`config.mk`:
```
export PLATFORM = sky130hd
export DESIGN_NAME = pid_line_steering_mixer_unit
export DESIGN_NICKNAME = d
export VERILOG_FILES = /design/src/sv/plsm_pkg.sv /design/src/sv/pid_line_steering_mixer_unit.sv
export SDC_FILE = /design/constraint.sdc
export NUM_CORES = 2
export LEC_CHECK = 0
export ABC_CLOCK_PERIOD_IN_PS = 19900
export BUFFER_PORTS_ARGS = -buffer_cell sky130_fd_sc_hd__buf_2
export CAP_MARGIN = 40
export CORE_MARGIN = 3
export CORE_UTILIZATION = 60
export DETAILED_ROUTE_END_ITERATION = 8
export PLACE_DENSITY = 0.84
export SLEW_MARGIN = 30
export SYNTH_ARGS = -nofsm -noshare
export SYNTH_HDL_FRONTEND = slang
export SYNTH_SLANG_ARGS = --single-unit
```
`constraint.sdc`:
```
create_clock -name clk -period 19.9 [get_ports clk]
set_clock_uncertainty 0.1 [all_clocks]
set_input_delay 2.985 -clock clk [delete_from_list [all_inputs] [get_ports clk]]
set_output_delay 2.985 -clock clk [all_outputs]
set_load 0.02 [all_outputs]
```
`src/sv/plsm_pkg.sv`:
```
// ----------------------------------------------------------------------------
// plsm_pkg
// Shared types and constants of the PID line steering mixer.
// ----------------------------------------------------------------------------
package plsm_pkg;

  localparam int unsigned CfgIdxW = 3;
  localparam int unsigned CfgDataW = 16;

  typedef enum logic [CfgIdxW-1:0] {
    CFG_KP_GAIN   = 3'd0,
    CFG_KI_GAIN   = 3'd1,
    CFG_KD_GAIN   = 3'd2,
    CFG_GOAL_POS  = 3'd3,
    CFG_MIN_DUTY  = 3'd4,
    CFG_MAX_DUTY  = 3'd5
  } cfg_reg_t;

  localparam logic [15:0] KP_GAIN_RST  = 16'd5280;
  localparam logic [15:0] KI_GAIN_RST  = 16'd8;
  localparam logic [15:0] KD_GAIN_RST  = 16'd1728;
  localparam logic [10:0] GOAL_POS_RST = 11'd512;
  localparam logic [15:0] MIN_DUTY_RST = 16'd0;
  localparam logic [15:0] MAX_DUTY_RST = 16'd1000;

  // saturation bounds of the running error sum and the steering value
  localparam logic signed [23:0] SUM_MAX   = 24'sh7FFFFF;
  localparam logic signed [23:0] SUM_MIN   = -24'sh800000;
  localparam logic signed [16:0] STEER_MAX = 17'sh0FFFF;
  localparam logic signed [16:0] STEER_MIN = -17'sh10000;

endpackage

```
`src/sv/pid_line_steering_mixer_unit.sv`:
```
// ----------------------------------------------------------------------------
// pid_line_steering_mixer_unit
// PID steering from line-position samples, mixed into two wheel duties.
// ----------------------------------------------------------------------------
// Usage:
//   in_*  : one item per control tick, a Q3.8 line position or a lost mark.
//   out_* : one item per input item: stop flag, steering value, two duties.
//   cfg_* : register writes (index, data); always ready, write only when idle.
// Path: an accepted item lands in the input register; once the output register
//   is free or being taken, its result is loaded there and out_valid rises.
// Throughput: one item per cycle while out_ready stays high, set by the single
//   compute pass between the input and output registers (three multiplies, a
//   sum, saturate and mix).
// The error history (last error, running sum) is updated at the edge the
//   result is loaded (not for a lost line), so the next item sees it right away.
// Stall: while out_ready is low the result holds; one more item can wait in
//   the input register, after that in_ready drops.
// Reset: registers return to their default gains and limits, error history
//   clears, both pipeline stages empty.
// ----------------------------------------------------------------------------
module pid_line_steering_mixer_unit
  import plsm_pkg::*;
(
  input  logic                clk,
  input  logic                rst_n,
  // input channel
  input  logic                in_valid,
  output logic                in_ready,
  input  logic [10:0]         in_line_position,
  input  logic                in_line_lost,
  // result channel
  output logic                out_valid,
  input  logic                out_ready,
  output logic                out_stop_motors,
  output logic signed [16:0]  out_steer_value,
  output logic [15:0]         out_first_duty,
  output logic [15:0]         out_second_duty,
  // configuration write channel
  input  logic                cfg_valid,
  output logic                cfg_ready,
  input  logic [CfgIdxW-1:0]  cfg_index,
  input  logic [CfgDataW-1:0] cfg_data
);

  // configuration registers
  logic [15:0] kp_r, ki_r, kd_r, min_duty_r, max_duty_r;
  logic [10:0] goal_r;

  // error history
  logic signed [11:0] last_err_r;
  logic signed [23:0] sum_r;

  // input stage
  logic        s1_valid_r;
  logic [10:0] pos_r;
  logic        lost_r;

  // output stage
  logic               out_valid_r;
  logic               stop_r;
  logic signed [16:0] steer_r;
  logic [15:0]        first_r, second_r;

  logic advance;
  assign advance   = s1_valid_r && (!out_valid_r || out_ready);
  assign in_ready  = !s1_valid_r || advance;
  assign cfg_ready = 1'b1;

  // ---------------------------------------------------------------- compute
  logic signed [11:0] err;
  logic signed [12:0] deriv;
  logic signed [24:0] sum_wide;
  logic signed [23:0] sum_nxt;
  logic signed [28:0] p_prod;
  logic signed [40:0] i_prod;
  logic signed [29:0] d_prod;
  logic signed [42:0] acc;
  logic signed [30:0] steer_full;
  logic signed [16:0] steer_nxt;
  logic [16:0]        mag;
  logic signed [17:0] duty_raw;
  logic signed [17:0] duty_lo;
  logic [15:0]        steered;
  logic [15:0]        first_nxt, second_nxt;

  always_comb begin
    err      = $signed({1'b0, goal_r}) - $signed({1'b0, pos_r});
    deriv    = 13'(err) - 13'(last_err_r);
    sum_wide = 25'(sum_r) + 25'(err);
    // saturate when the top two bits disagree
    if (sum_wide[24] != sum_wide[23]) begin
      sum_nxt = sum_wide[24] ? SUM_MIN : SUM_MAX;
    end else begin
      sum_nxt = sum_wide[23:0];
    end

    p_prod = 29'($signed({1'b0, kp_r})) * 29'(err);
    i_prod = 41'($signed({1'b0, ki_r})) * 41'(sum_nxt);
    d_prod = 30'($signed({1'b0, kd_r})) * 30'(deriv);
    acc    = 43'(p_prod) + 43'(i_prod) + 43'(d_prod);

    // dropping 12 fraction bits of a signed value rounds toward minus infinity
    steer_full = acc[42:12];
    if (steer_full[30:16] != {15{steer_full[30]}}) begin
      steer_nxt = steer_full[30] ? STEER_MIN : STEER_MAX;
    end else begin
      steer_nxt = steer_full[16:0];
    end

    mag      = steer_nxt[16] ? 17'(-steer_nxt) : 17'(steer_nxt);
    duty_raw = $signed({2'b00, max_duty_r}) - $signed({1'b0, mag});
    // min clamp first, then max, so min above max ends at max
    if (duty_raw < $signed({2'b00, min_duty_r})) begin
      duty_lo = $signed({2'b00, min_duty_r});
    end else begin
      duty_lo = duty_raw;
    end
    if (duty_lo > $signed({2'b00, max_duty_r})) begin
      steered = max_duty_r;
    end else begin
      steered = duty_lo[15:0];
    end

    // negative error steers the right wheel
    if (err[11]) begin
      first_nxt  = steered;
      second_nxt = max_duty_r;
    end else begin
      first_nxt  = max_duty_r;
      second_nxt = steered;
    end
  end

  // ------------------------------------------------------------- registers
  always_ff @(posedge clk) begin
    if (!rst_n) begin
      kp_r        <= KP_GAIN_RST;
      ki_r        <= KI_GAIN_RST;
      kd_r        <= KD_GAIN_RST;
      goal_r      <= GOAL_POS_RST;
      min_duty_r  <= MIN_DUTY_RST;
      max_duty_r  <= MAX_DUTY_RST;
      last_err_r  <= '0;
      sum_r       <= '0;
      s1_valid_r  <= 1'b0;
      out_valid_r <= 1'b0;
    end else begin
      if (cfg_valid && cfg_ready) begin
        unique case (cfg_index)
          CFG_KP_GAIN:  kp_r       <= cfg_data;
          CFG_KI_GAIN:  ki_r       <= cfg_data;
          CFG_KD_GAIN:  kd_r       <= cfg_data;
          CFG_GOAL_POS: goal_r     <= cfg_data[10:0];
          CFG_MIN_DUTY: min_duty_r <= cfg_data;
          CFG_MAX_DUTY: max_duty_r <= cfg_data;
          default: ;
        endcase
      end

      if (in_valid && in_ready) begin
        s1_valid_r <= 1'b1;
      end else if (advance) begin
        s1_valid_r <= 1'b0;
      end

      if (advance) begin
        out_valid_r <= 1'b1;
        // a lost line leaves the history untouched
        if (!lost_r) begin
          last_err_r <= err;
          sum_r      <= sum_nxt;
        end
      end else if (out_ready) begin
        out_valid_r <= 1'b0;
      end
    end
  end

  // payload registers, no reset needed
  always_ff @(posedge clk) begin
    if (in_valid && in_ready) begin
      pos_r  <= in_line_position;
      lost_r <= in_line_lost;
    end
    if (advance) begin
      stop_r <= lost_r;
      if (lost_r) begin
        steer_r  <= '0;
        first_r  <= '0;
        second_r <= '0;
      end else begin
        steer_r  <= steer_nxt;
        first_r  <= first_nxt;
        second_r <= second_nxt;
      end
    end
  end

  assign out_valid       = out_valid_r;
  assign out_stop_motors = stop_r;
  assign out_steer_value = steer_r;
  assign out_first_duty  = first_r;
  assign out_second_duty = second_r;

endmodule

```
## After elaboration in Yosys (flattened, before gate mapping)

Cells that the tools add are included.

| cells by class | value |
|---|---|
| equal/unequal tests | 7 |
| multiply operators | 3 |
| shift operators | 0 |
| muxes and demuxes | 13 |
| divide/modulo/power cells | 0 |
| magnitude comparators | 2 |
| add/subtract/negate cells | 7 |
| reductions and logical operators | 16 |
| bitwise logic cells | 1 |

Operator list:

| kind | count |
|---|---|
| 17-bit 2-to-1 mux | 3 |
| 16-bit 2-to-1 mux | 3 |
| 24-bit 2-to-1 mux | 2 |
| 42-bit by 30-bit adder with 43-bit output | 1 |
| 29-bit by 41-bit adder with 42-bit output | 1 |
| 17-bit by 24-bit multiplier with 41-bit output | 1 |
| 17-bit by 13-bit multiplier with 30-bit output | 1 |
| 17-bit by 12-bit multiplier with 29-bit output | 1 |
| 24-bit by 12-bit adder with 25-bit output | 1 |
| 18-bit by 17-bit > comparator with 1-bit output | 1 |
| 18-bit by 17-bit < comparator with 1-bit output | 1 |
| 18-bit 2-to-1 mux | 1 |
| 16-bit by 17-bit subtractor with 18-bit output | 1 |
| 17-bit negator | 1 |
| 14-bit != test | 1 |
| 2-bit AND reduction | 7 |
| 12-bit by 12-bit subtractor with 13-bit output | 1 |
| 11-bit by 11-bit subtractor with 12-bit output | 1 |
| 3-bit by 2-bit equality test with 1-bit output (second input constant) | 2 |
| 3-bit equality test (second input constant) | 2 |
| 1-bit 2-to-1 mux | 4 |
| 2-bit nonzero test | 2 |
| 3-bit by 1-bit equality test with 1-bit output (second input constant) | 1 |
| 3-bit logical NOT | 1 |
| 5 further kinds | 8 |

| word-level totals | value |
|---|---|
| memory bits (writable) | 0 |
| logic and storage cells | 65 |
| ROM bits | 0 |
| memories kept | 0 |
| register bits | 191 |
| bits in latches | 0 |
| bits of input ports | 36 |

## Depth between registers and ports, before layout

| depth | value |
|---|---|
| depth in word-level cells | 17 |
| gate-level depth with buffers | 102 |
| mapped depth without buffers | 92 |

## Worst setup path before layout

OpenSTA, ideal clock, no wires.

| timing path | value |
|---|---|
| kind | register -> register |
| start point | reg pos_r[1] |
| end point | reg first_r[6], in the netlist out_first_duty[6], data pin |
| cell stages (with the launch flop) | 93 |
| library setup time | 0.266 ns |
| arrival | 19.578 ns |
| required time | 19.534 ns |
| setup slack | -0.044 ns |
| cell sequence | edfxtp_1 inv_1 ha_1 nor2b_1 o21ai_0 a21boi_0 o21ai_0 a21boi_0 o21ai_0 a21boi_0 o21ai_0 a21boi_0 o21ai_0 nand2b_1 inv_1 ha_1 a21o_1 a21o_1 [57 not listed] nand2_1 a2111oi_0 ha_1 clkbuf_1 clkbuf_1 mux2_2 ha_1 a21oi_1 nor2b_1 o21ai_0 o211ai_1 a21o_1 o21ai_0 o311a_1 buf_6 buf_6 mux2i_1 nor2_1 |

| on the way | value |
|---|---|
| longest elaborated chain between the ends | 17 |

Ends and longest elaborated chain:

| element | line | RTL |
|---|---|---|
| start, declared | pid_line_steering_mixer_unit.sv:55 | `logic [10:0] pos_r;` |
| start signal, assigned | pid_line_steering_mixer_unit.sv:182 | `pos_r <= in_line_position;` |
| 11-bit by 11-bit subtractor with 12-bit output * | pid_line_steering_mixer_unit.sv:87 | `err = $signed({1'b0, goal_r}) - $signed({1'b0, pos_r});` |
| named net err[11] | pid_line_steering_mixer_unit.sv:70 | `logic signed [11:0] err;` |
| 24-bit by 12-bit adder with 25-bit output | pid_line_steering_mixer_unit.sv:89 | `sum_wide = 25'(sum_r) + 25'(err);` |
| 24-bit 2-to-1 mux or 1-bit != test (tied branches) | pid_line_steering_mixer_unit.sv:92, pid_line_steering_mixer_unit.sv:91 |  |
| 24-bit 2-to-1 mux | pid_line_steering_mixer_unit.sv:91 | `if (sum_wide[24] != sum_wide[23]) begin` |
| 17-bit by 24-bit multiplier with 41-bit output | pid_line_steering_mixer_unit.sv:98 | `i_prod = 41'($signed({1'b0, ki_r})) * 41'(sum_nxt);` |
| 29-bit by 41-bit adder with 42-bit output | pid_line_steering_mixer_unit.sv:100 | `acc = 43'(p_prod) + 43'(i_prod) + 43'(d_prod);` |
| 42-bit by 30-bit adder with 43-bit output | pid_line_steering_mixer_unit.sv:100 |  |
| [2 not listed] | -- |  |
| 17-bit negator | pid_line_steering_mixer_unit.sv:110 | `mag = steer_nxt[16] ? 17'(-steer_nxt) : 17'(steer_nxt);` |
| 17-bit 2-to-1 mux | pid_line_steering_mixer_unit.sv:110 |  |
| 16-bit by 17-bit subtractor with 18-bit output | pid_line_steering_mixer_unit.sv:111 | `duty_raw = $signed({2'b00, max_duty_r}) - $signed({1'b0, mag});` |
| 18-bit by 17-bit < comparator with 1-bit output | pid_line_steering_mixer_unit.sv:113 | `if (duty_raw < $signed({2'b00, min_duty_r})) begin` |
| 18-bit 2-to-1 mux | pid_line_steering_mixer_unit.sv:113 |  |
| 18-bit by 17-bit > comparator with 1-bit output | pid_line_steering_mixer_unit.sv:118 | `if (duty_lo > $signed({2'b00, max_duty_r})) begin` |
| 16-bit 2-to-1 mux | pid_line_steering_mixer_unit.sv:118 |  |
| 16-bit 2-to-1 mux * | pid_line_steering_mixer_unit.sv:125 | `if (err[11]) begin` |
| end signal, assigned | pid_line_steering_mixer_unit.sv:193 | `first_r <= first_nxt;` |
| end, declared | pid_line_steering_mixer_unit.sv:62 | `logic [15:0] first_r, second_r;` |

Mark *: on every way through the listed nets, which the timed path passes. The rest lies on a longest branch.
A chain may end at the register's enable or synchronous reset.

## Worst setup path after layout

| timing path | value |
|---|---|
| start point | reg pos_r[1] |
| end point | reg first_r[12], in the netlist out_first_duty[12], data pin |

Same word-level chain as after synthesis.

==> metrics.md <==
| Metric | Value |
|---|---|
| Status | `complete, no violations` |
| Area Overhead vs Synth | `8.854%` |
| Hold Path Origin | `ki_r[13]` |
| Min-Delay Endpoint | `ki_r[13]` |
| Max Fclk | `52.32 MHz` |
| Worst r2r src | `pos_r[1]` |
| Final hold vios | `0` |
| Initial antenna violation count | `3` |
| Final Setup Violations | `0` |
| I/O Buffers | `between 80 and 90` |
| CTS buffer count | `17` |
| Clock Latency Late Sink | `460 ps` |
| Worst Path Arrival | `19190 ps` |
| Critical Path Start Type | `register` |
| Syn Std Cell Area | `40630 um^2` |
| Hold buffers post-CTS | `0` |
| Vias | `31.87k` |
| Final WS setup | `786.6 ps` |
| Crit share post-route | `96.05%` |
| R2R setup slack | `790 ps` |
| First-pass GRT wire length | `179700 um` |
| Synth warnings | `0` |
| Crit path max fanout | `10` |
| Final WL | `112200 um` |
| Final nets | `5872` |
| Final Cell Area | `44220 um^2` |
| Placed inst area | `42950 um^2` |
| Routed length on met3 | `10210 um` |
| Iteration-0 DRC Markers | `2413` |
| Seq/Total Area, Yosys | `between 10% and 20%` |
| H-tree depth | `4` |
| DRC violations left | `0` |
| Core Area | `66450 um^2` |
| CTS tree | `built` |
| R2r endpoint | `out_first_duty[12]` |
| Count of pins over their slew limit | `0` |
| Hold slack | `365.7 ps` |
| Hold Crit Depth | `2` |
| Setup TNS | `0 ps` |
| Synth Instances | `between 4k and 5k` |
| Antenna Violating Nets Remaining | `0` |
| GRT overflow | `0` |
| Synth Area per Inst | `about 9 um^2` |
| Average vias per placed instance | `about 5.7` |
| Async set-reset flop share out of synthesis | `0%` |
| #FFs+latches synth | `191` |
| Worst-margin pin slew | `slightly above 900 ps` |
| I/O pin count | `89` |
| Critical path class | `register to register` |
| Routed wl met2 | `52740 um` |
| Die H | `~270 um` |
| Most frequent CP cell | `ha_1` |
| Slowest cell delay on critical path | `640 ps` |
| Max Cap Viol | `0` |
| Most frequent cell after synthesis | `inv_1` |
| Most instantiated cells after synthesis | `inv_1 (981), fa_1 (799), nand2_1 (703)` |
| Clk pin slew, worst setup/hold paths | `80 ps` |
| CP Data Required Time | `19980 ps` |
| Synth Net Count | `5750` |
| Vias in the first global route | `33.79k` |
| Metal-1 WL | `around 41000 um` |
| Post-synth EDFFs | `62` |
| Share of layout cells above drive strength 1 | `10.64%` |
| CTS max path bufs | `2` |
| Drt pass-1 iters | `6` |
| Number of core rows | `between 90 and 100` |
| Area share of the largest cell type after synthesis | `39.37%` |
| Place WS | `-395.0 ps` |
| Highest metal layer with signal wires | `met5` |
| Post-synth cell types | `92` |
| Total global-route track usage | `32.62%` |
| Crit. End Element | `register` |
| Relative slew slack | `38.56%` |
| Initial Util | `61.14%` |
| Hold crit path type | `register to register` |
| TritonCTS Sinks | `191` |
| Root buf cell | `clkbuf_16` |
| Yosys top cell by area | `fa_1` |
| Min cycle time layout | `approximately 19000 ps` |
| R2R depth | `86` |
| Drt wl/cell | `20.23 um` |
| Hpwl dp | `90990 um` |
| Die Area | `slightly above 70000 um^2` |
| Placer Congestion | `1.051` |
| Largest net degree at the start of global routing | `72` |
| Post-synth top flop | `dfxtp_1` |
| CP max-delay cell | `fa_1` |
| Width of the die | `266.2 um` |
| Area contributors post-synth | `fa_1 (39%), ha_1 (11%), inv_1 (9.1%), nand2_1 (6.5%), dfxtp_1 (6.4%)` |
sequential cells by signal (all words and copies together), names as in the netlist:
name,cells
max_duty_r,16
last_err_r,12
min_duty_r,16
s1_valid_r,1
goal_r,11
out_valid,1
kp_r,16
pos_r,11
out_first_duty,16
lost_r,1
sum_r,24
kd_r,16
out_second_duty,16
out_stop_motors,1
ki_r,16
out_steer_value,17
routing by layer:
layer / up-vias / global-route usage (%)
li1: 14000 / -
met1: 15850 / 40.74
met2: 1574 / 53.47
met3: 443 / 6.206
met4: 2 / 18.70
met5: - / 0
layout by cell type, fill, tap and decap left out, drive strengths merged, types with 103 or more instances in the layout:
cell type | Yosys | layout
a21boi | 103 | 103
a21oi | 113 | 113
and2 | 337 | 337
buf | 19 | 299
dfxtp | 129 | 129
fa | 799 | 799
ha | 369 | 369
inv | 981 | 988
nand2 | 704 | 704
nor2 | 156 | 156
cell type report:
class | instances | area [um^2]
multi-input cells | 3177 | 32180
fillers | 5069 | 22230
flip-flops and latches | 191 | 4449
inverters | 981 | 3686
repair buffers | 300 | 2211
well taps | 864 | 1081
clock buffers | 17 | 425.4
clock inverters | 15 | 186.4
diodes | 1 | 2.502
metrics by stage:
stage / instances / utilization (%)
2_1_floorplan: 4546 / -
3_3_place_gp: 5491 / 64.62
3_5_place_dp: 5492 / 64.64
4_1_cts: 5525 / 65.64
5_1_grt: 5545 / 66.55
6_report: 5546 / 66.55
logic make-up after synthesis:
family / after synthesis / share of synthesized area, %
AOI/OAI and AO/OA: 471 / 7.832
buffers and inverters: 1178 / 10.98
adders and majority gates: 1182 / 51.08
DFF: 191 / 10.94
muxes: 41 / 1.072
other: 1 / 0.009230
and+or+nand+nor: 1399 / 16.26
xor gates and xnor gates: 83 / 1.823
repair_timing:
action,4_1_cts,5_1_grt
pin swaps,1,43
buffers inserted,1,15
resized for setup,18,122
endpoints found under the setup margin,32,32
gates cloned,0,2
worst max-delay path by stage:
stage,start,end,depth (start not counted)
after floorplan,pos_r[1],out_first_duty[6],92
after global placement,pos_r[1],out_first_duty[2],87
after detailed placement,pos_r[1],out_first_duty[9],89
after CTS,pos_r[1],out_first_duty[12],84
after global routing,pos_r[1],out_first_duty[14],89
final,pos_r[1],out_first_duty[12],86
critical path, delay by kind of cell (launching register included):
family                   cells  cell delay, ps
adder cells (fa/ha/maj)     18            7040
XOR/XNOR                     2             500
multiplexers                 2             500
flip-flops                   1             330
buffers and inverters       12            1770
AO/OA/AOI/OAI               34            6280
AND/OR/NAND/NOR             18            2280
Power is left out: the tool's default activity adds up to more than one toggle a clock period on the data nets, which glitch-free logic cannot reach.
